===== src/hdl/csr_pkg.sv =====
// Shared types and constants for the cosine similarity ranker.
// Used by csr_ctrl, csr_dp and cosine_similarity_ranker.
package csr_pkg;
	localparam int MaxElements = 1024;
	localparam int MaxCandidates = 64;
	localparam int ValueWidth = 24;
	localparam int LenWidth = 11;
	localparam int AccWidth = 64;
	localparam int SimWidth = 16;
	localparam int IdxWidth = 6;
	localparam logic [LenWidth-1:0] LenReset = 11'd531;

	localparam logic [1:0] ModeQuery = 2'd0;
	localparam logic [1:0] ModeCand = 2'd1;
	localparam logic [1:0] ModeEmit = 2'd2;
	localparam logic [1:0] ModeClear = 2'd3;

	// controller to datapath
	typedef struct packed {
		logic acc_q;      // query element: store, clear accumulators
		logic acc_c;      // candidate element: accumulate
		logic start_sqrt; // start the roots of the two norms
		logic start_div;  // start the divide
		logic ins_start;  // begin sorted insert
		logic ins_step;   // shift one list entry
		logic clear;      // clear list, accumulators and position
	} cmd_t;

	// datapath to controller
	typedef struct packed {
		logic sqrt_done;
		logic div_done;
		logic ins_done;
		logic full;
	} sts_t;
endpackage


===== src/hdl/csr_ctrl.sv =====
// Controller of the cosine similarity ranker: sequences accumulate,
// roots, divide, insert and emit. Depends on csr_pkg.
module csr_ctrl (
	input logic clk,
	input logic arst_n,
	input logic in_valid,
	output logic in_stall,
	input logic [1:0] mode,
	input logic vec_end,
	input csr_pkg::sts_t sts,
	output csr_pkg::cmd_t cmd,
	input logic [csr_pkg::IdxWidth:0] count,
	output logic [csr_pkg::IdxWidth:0] emit_ptr,
	output logic rd_ok,
	output logic rd_last,
	output logic rd_empty,
	input logic out_busy
);
	localparam logic [2:0] StIdle = 3'd0;
	localparam logic [2:0] StDrain = 3'd1;
	localparam logic [2:0] StSqrt = 3'd2;
	localparam logic [2:0] StDiv = 3'd3;
	localparam logic [2:0] StIns = 3'd4;
	localparam logic [2:0] StEmit = 3'd5;

	logic [2:0] st_q;
	logic [1:0] dr_q;
	logic [csr_pkg::IdxWidth:0] ep_q;
	logic rdv_q;
	logic acc;

	assign in_stall = st_q != StIdle;
	assign acc = in_valid && !in_stall;
	assign emit_ptr = ep_q;

	always_comb begin
		cmd = '0;
		cmd.acc_q = acc && mode == csr_pkg::ModeQuery;
		cmd.acc_c = acc && mode == csr_pkg::ModeCand;
		cmd.clear = acc && mode == csr_pkg::ModeClear;
		cmd.start_sqrt = st_q == StDrain && dr_q == 2'd0;
		cmd.start_div = st_q == StSqrt && sts.sqrt_done;
		cmd.ins_start = st_q == StDiv && sts.div_done;
	end

	always_ff @(posedge clk or negedge arst_n) begin
		if (!arst_n) begin
			st_q <= StIdle; dr_q <= '0; ep_q <= '0; rdv_q <= 1'b0;
		end else begin
			case (st_q)
				StIdle: begin
					if (cmd.acc_c && vec_end) begin
						st_q <= StDrain; dr_q <= 2'd2;
					end else if (acc && mode == csr_pkg::ModeEmit) begin
						st_q <= StEmit; ep_q <= '0; rdv_q <= 1'b0;
					end
				end
				StDrain: begin
					if (dr_q == 2'd0) begin
						st_q <= StSqrt;
					end else begin
						dr_q <= dr_q - 1'b1;
					end
				end
				StSqrt: if (sts.sqrt_done) st_q <= StDiv;
				StDiv: if (sts.div_done) st_q <= StIns;
				StIns: if (sts.ins_done) st_q <= StIdle;
				StEmit: begin
					// rdv_q: read data for ep_q is registered and ready
					if (!rdv_q) begin
						rdv_q <= 1'b1;
					end else if (!out_busy) begin
						rdv_q <= 1'b0;
						if (count == '0 || ep_q + 1'b1 >= count) begin
							st_q <= StIdle;
						end else begin
							ep_q <= ep_q + 1'b1;
						end
					end
				end
				default: st_q <= StIdle;
			endcase
		end
	end
	assign rd_ok = st_q == StEmit && rdv_q && !out_busy;
	assign rd_last = ep_q + 1'b1 >= count;
	assign rd_empty = count == '0;

	a_stall_busy: assert property (@(posedge clk) disable iff (!arst_n)
		(st_q == StSqrt) |-> in_stall) else $error("accept during root");
	a_emit_bound: assert property (@(posedge clk) disable iff (!arst_n)
		(st_q == StEmit && count != '0) |-> ep_q < count) else $error("emit past list");
	a_drain: assert property (@(posedge clk) disable iff (!arst_n)
		(cmd.acc_c && vec_end) |=> st_q == StDrain) else $error("no drain");
endmodule

===== config.mk =====
export PLATFORM = sky130hd
export DESIGN_NAME = csr_ctrl
export DESIGN_NICKNAME = d
export VERILOG_FILES = /design/src/hdl/csr_pkg.sv /design/src/hdl/csr_ctrl.sv
export SDC_FILE = /design/constraint.sdc
export NUM_CORES = 1
export LEC_CHECK = 0
export ABC_AREA = 1
export BUFFER_PORTS_ARGS = -buffer_cell sky130_fd_sc_hd__buf_2
export CAP_MARGIN = 20
export CORE_MARGIN = 4
export CORE_UTILIZATION = 50
export DETAILED_ROUTE_END_ITERATION = 10
export PLACE_DENSITY = 0.81
export SKIP_CTS_REPAIR_TIMING = 1
export SYNTH_ARGS = -nofsm -noshare
export SYNTH_HDL_FRONTEND = slang
export SYNTH_SLANG_ARGS = --single-unit

===== constraint.sdc =====
create_clock -name clk -period 3 [get_ports clk]
set_clock_uncertainty 0.05 [all_clocks]
set_input_delay 0.15 -clock clk [delete_from_list [all_inputs] [get_ports clk]]
set_output_delay 0.15 -clock clk [all_outputs]
set_load 0.02 [all_outputs]

Word level (Yosys, flattened, before mapping)
Cells that the tools add are included.

operators by class
  add/sub/neg operators = 2
  order comparisons = 1
  equal/unequal tests = 21
  mux-type cells = 24
  reduce and logical (&&, ||, !) cells = 25

operators with widths
  cell                   count
  $mux W7                5
  $mux W3                9
  $ne A2 B2 Y1 const B   11
  $pmux W3 S6            1
  $pmux W7 S2            1
  $logic_and A1 B1 Y1    11
  $reduce_and A8 Y1      1
  $add A7 B1 Y7 const B  1
  $ge A7 B7 Y1           1
  $logic_not A7 Y1       1
  $eq A3 B2 Y1 const B   2
  $eq A3 B3 Y1 const B   2
  $reduce_and A3 Y1      2
  $reduce_and A6 Y1      1
  $eq A2 B2 Y1 const B   2
  $logic_not A2 Y1       2
  $mux W1                4
  $mux W2                2
  $pmux W2 S2            1
  $reduce_bool A2 Y1     2
  $eq A3 B1 Y1 const B   1
  $logic_not A3 Y1       1
  $ne A3 B3 Y1 const B   1
  $reduce_bool A3 Y1     1
  6 further kinds        7

word-level totals
  register bits = 13
  bits of input ports = 18
  output and inout port bits = 18
  word-level logic and storage cells = 77

Depth between registers and ports, before layout
  depth after elaboration = 7
  mapped depth = 16
  mapped depth without buffers = 16

Worst setup path after synthesis
Ideal clock, no wire load.

  path type = reg2reg
  start point = reg ep_q, in the netlist emit_ptr[0]
  end point = reg ep_q, in the netlist emit_ptr[0]
  setup time = 118 ps
  arrival = 2,230 ps
  path slack = 602 ps
  stages on the path, launching flop included = 15
  buffers on the path = 0
  cell sequence = dfrtp_1 -> ha_1 -> nand3_1 -> nor2_1 -> nand3_1 -> nand2_1 -> inv_1 -> ha_1 -> a21o_1 -> nor2_1 -> nand3_4 -> nand2_4 -> nand2_4 -> nand2_1 -> nand2_1

between the ends
  word-level cells in the longest chain between the ends = 5

ends and longest elaborated chain
  element                                                                   RTL line                        source
  start: declaration                                                        csr_ctrl.sv:28                  logic [csr_pkg::IdxWidth:0] ep_q;
  start signal: assignment                                                  csr_ctrl.sv:77                  ep_q <= ep_q + 1'b1;
  $add A7 B1 Y7 *                                                           csr_ctrl.sv:74, csr_ctrl.sv:77
  $ge A7 B7 Y1 / $mux W7 (equally long branches)                            csr_ctrl.sv:74                  if (count == '0 || ep_q + 1'b1 >= count) begin
  $logic_or A1 B1 Y1 / $mux W7 (equally long branches)                      csr_ctrl.sv:74, csr_ctrl.sv:72
  $ne A2 B2 Y1 (no source line) / $mux W7 (equally long branches)           --
  $reduce_and A6 Y1 (no source line) / $pmux W7 S2 (equally long branches)  --

Mark *: on every way between the ends. The rest lies on a longest branch, timed or not. The select of a mux whose other input is x is not followed.
A chain may end at the register's enable or synchronous reset.

Final worst setup path
  start point = reg ep_q, in the netlist emit_ptr[0]
  end point = out rd_last

between the ends
  word-level cells in the longest chain between the ends = 2

ends and longest elaborated chain
  element           RTL line        source
  $add A7 B1 Y7     csr_ctrl.sv:86  assign rd_last = ep_q + 1'b1 >= count;
  $ge A7 B7 Y1      csr_ctrl.sv:86
  end: declaration  csr_ctrl.sv:15  output logic rd_last,

Every way passes these cells.

==> results.md <==
- Status: finished clean
- Crit Reg-Reg Endpoint: emit_ptr[2]$_DFFE_PN0P_
- Die area: around 0.0033 sq mm
- Post-synth cell types: 24
- FF-to-FF path depth: 14
- CTS clock-pin slew for the worst setup and hold paths: 0.08 ns
- Largest net degree at the start of global routing: 14
- Vias in the first global route: between 1,000 and 1,500
- Post-synth top area cell: dfrtp_1
- Worst reg-to-reg setup slack: 0.34 ns
- Pint: roughly 0.00047 W
- CP Launch Type: register
- Vias: between 1,000 and 1,500
- Top cells by area, synth: dfrtp_1, nand2_1, ha_1, inv_1, nor2_1
- Fmax: approximately 0.37 GHz
- Final hold vios: 0
- Worst Hold Path EP: rdv_q$_DFFE_PN0P_
- Inserted Clock Buffers: 3
- Hold path depth: 5
- Root Buffer: clkbuf_4
- All-layer global routing usage: 0.165
- Pleak: 0.910 nW
- Synth warn: 0
- Antenna Cells: 0
- Fin worst setup slack: 0.266 ns
- Unrepaired setup endpoints after global routing: false
- Num Clock Sinks: 13
- Final period util: 0.911
- Endpoint class of the critical path: output port
- Starting density of the core: 0.543
- Hold Path Class: in -> reg
- Worst-Skew Late Latency: between 0.2 and 0.3 ns
- First-pass GRT wire length: 4.42 mm
- Post-route DRC: 0
- PD cells: 669 mW/mm^2
- Core footprint: approximately 0.0023 sq mm
- Worst Hold Launch: mode[0]
- GRT overflow: 0
- Final nets: roughly 250
- Detail Placement HPWL: approximately 2.1 mm
- Synth Cell Area: 0.00124 sq mm
- Number of DRC markers in iteration 0: 20
- H-Tree Depth: 1
- Worst Path Max Fanout: 7
- Post-route ant nets: 0
- I/O Pins: 36
- Sw Share: 0.516
- Share of layout cells above drive strength 1: 0.248
- RePlAce Congestion: ~0.85
- Drt wl/cell: between 10 and 15 um
- Clk network pwr share: 0.115
- Chip width: 57.7 um
- Standard-cell rows: 17
- Port bufs: 33
- Worst reg2reg path startpoint: emit_ptr[0]$_DFFE_PN0P_
- Combinational power share: 0.595
- Drt pass-1 iters: 4
- Sequential fraction of the synthesis area: 0.263
- Final max-slew violation count: 0
- Post-layout min period: around 2.7 ns
- Worst endpoint data arrival time: about 2.5 ns
- Pre-CTS WS: around 0.37 ns
- Synth Instances: about 180
- Die height: approximately 58 um
- Final setup violating endpoints: 0
- #FFs+latches synth: 13
- Sequential share of power: 0.291
- Avg Inst Size Synth: 6.79 sq um
- Avg Vias per Cell: roughly 4.9
- Setup Crit Path Kind: reg -> out
- Worst EP required: about 2.8 ns
- Yosys top cell area share: 0.263
- Setup TNS: 0 ns
- Net load switching power: about 0.0005 W
- CTS tree: built
- Worst VDD drop: roughly 0.00046 V
- Final WL: 2.56 mm
- Clk buf depth: 2
- Max_cap viols: 0
- Synthesized Nets: around 210
- P&R area growth vs syn: 17.6%
- Initial antenna violation count: 0
[sequential cells by signal, indices dropped and copies added, names as in the netlist]
| name | cells |
|---|---|
| emit_ptr | 7 |
| st_q | 3 |
| rdv_q | 1 |
| dr_q | 2 |
[cell families after synthesis]
kind of cell	count (synthesis)	synth area share
xor+xnor	2	0.0142
fa+ha+maj	9	0.0911
buf+inv	35	0.115
flops	13	0.263
other cells	1	0.00303
simple gates	115	0.472
compound gates	7	0.0415
[layout make-up]
class	instances	area, sq um
clock buffer	4	26.3
fill	223	822
multi-input combinational	134	768
sequential	13	325
timing repair buffer	34	175
inverter	33	124
tap	28	35.0
[power groups by stage]
stage                     Clock, W  Combinational, W  Sequential, W
final                     0.000111          0.000578       0.000283
after global routing      0.000123          0.000652       0.000289
after CTS                 0.000114          0.000581       0.000282
after detailed placement         0          0.000580       0.000285
after global placement           0          0.000570       0.000285
after floorplan                  0          0.000488       0.000266
[through the flow]
step / cells / hold slack (ns) / cell area, sq um / power (W) / utilization
finish: 246 / 0.203 / 1450 / 0.000972 / 0.639
global route: 246 / 0.236 / 1450 / 0.00106 / 0.639
CTS: 245 / -0.296 / 1440 / 0.000977 / 0.634
detailed placement: 241 / 0.0112 / 1420 / 0.000865 / 0.623
global placement: 241 / 0.000864 / 1420 / 0.000855 / 0.623
floorplan: 182 / -0.196 / 1240 / 0.000755 / -
[routing by layer]
layer	track usage	wire, um
met5	0	0
met4	0.0861	36
met3	0.0134	135
met2	0.274	1160
met1	0.212	1230
[worst max-delay path by stage]
stage / start / to / cells after the start
floorplan: emit_ptr[0]$_DFFE_PN0P_ / emit_ptr[0]$_DFFE_PN0P_ / 14
global placement: emit_ptr[0]$_DFFE_PN0P_ / emit_ptr[1]$_DFFE_PN0P_ / 14
detailed placement: emit_ptr[0]$_DFFE_PN0P_ / emit_ptr[2]$_DFFE_PN0P_ / 14
CTS: emit_ptr[0]$_DFFE_PN0P_ / rd_last / 11
global route: emit_ptr[0]$_DFFE_PN0P_ / rd_last / 11
finish: emit_ptr[0]$_DFFE_PN0P_ / rd_last / 11
[cell usage in the layout, fill, tap and decap left out, types with 2 or more instances in the layout]
master / count
nor3_1: 5
nor2_4: 4
nand4_1: 3
nor2_1: 25
clkbuf_4: 3
dfrtp_1: 13
inv_2: 3
xor2_1: 2
nand2_1: 51
inv_1: 29
nand3_4: 2
ha_1: 9
a21o_1: 2
a21oi_1: 3
nand2_4: 5
nand3_1: 17
buf_2: 33
[worst max-delay path: stages (launching register included)]
cell and delay (ns):
dfrtp_1 0.49, ha_1 0.24, nand3_1 0.13, nor2_1 0.17, nand3_1 0.08, nand2_1 0.11, inv_1 0.05, ha_1 0.28
a21o_1 0.18, nor2_1 0.26, nand2_1 0.09, buf_2 0.17
[Yosys cell counts (all sizes together)]
master and n:
nand2 57, inv 32, nor2 31, nand3 19
dfrtp 13, ha 9, nor3 5, a21oi 4
nand4 3, a21o 2, buf 2, xor2 2
clkinv 1, conb 1, o21ai 1
Note: power is estimated with default switching activity, not from simulation.
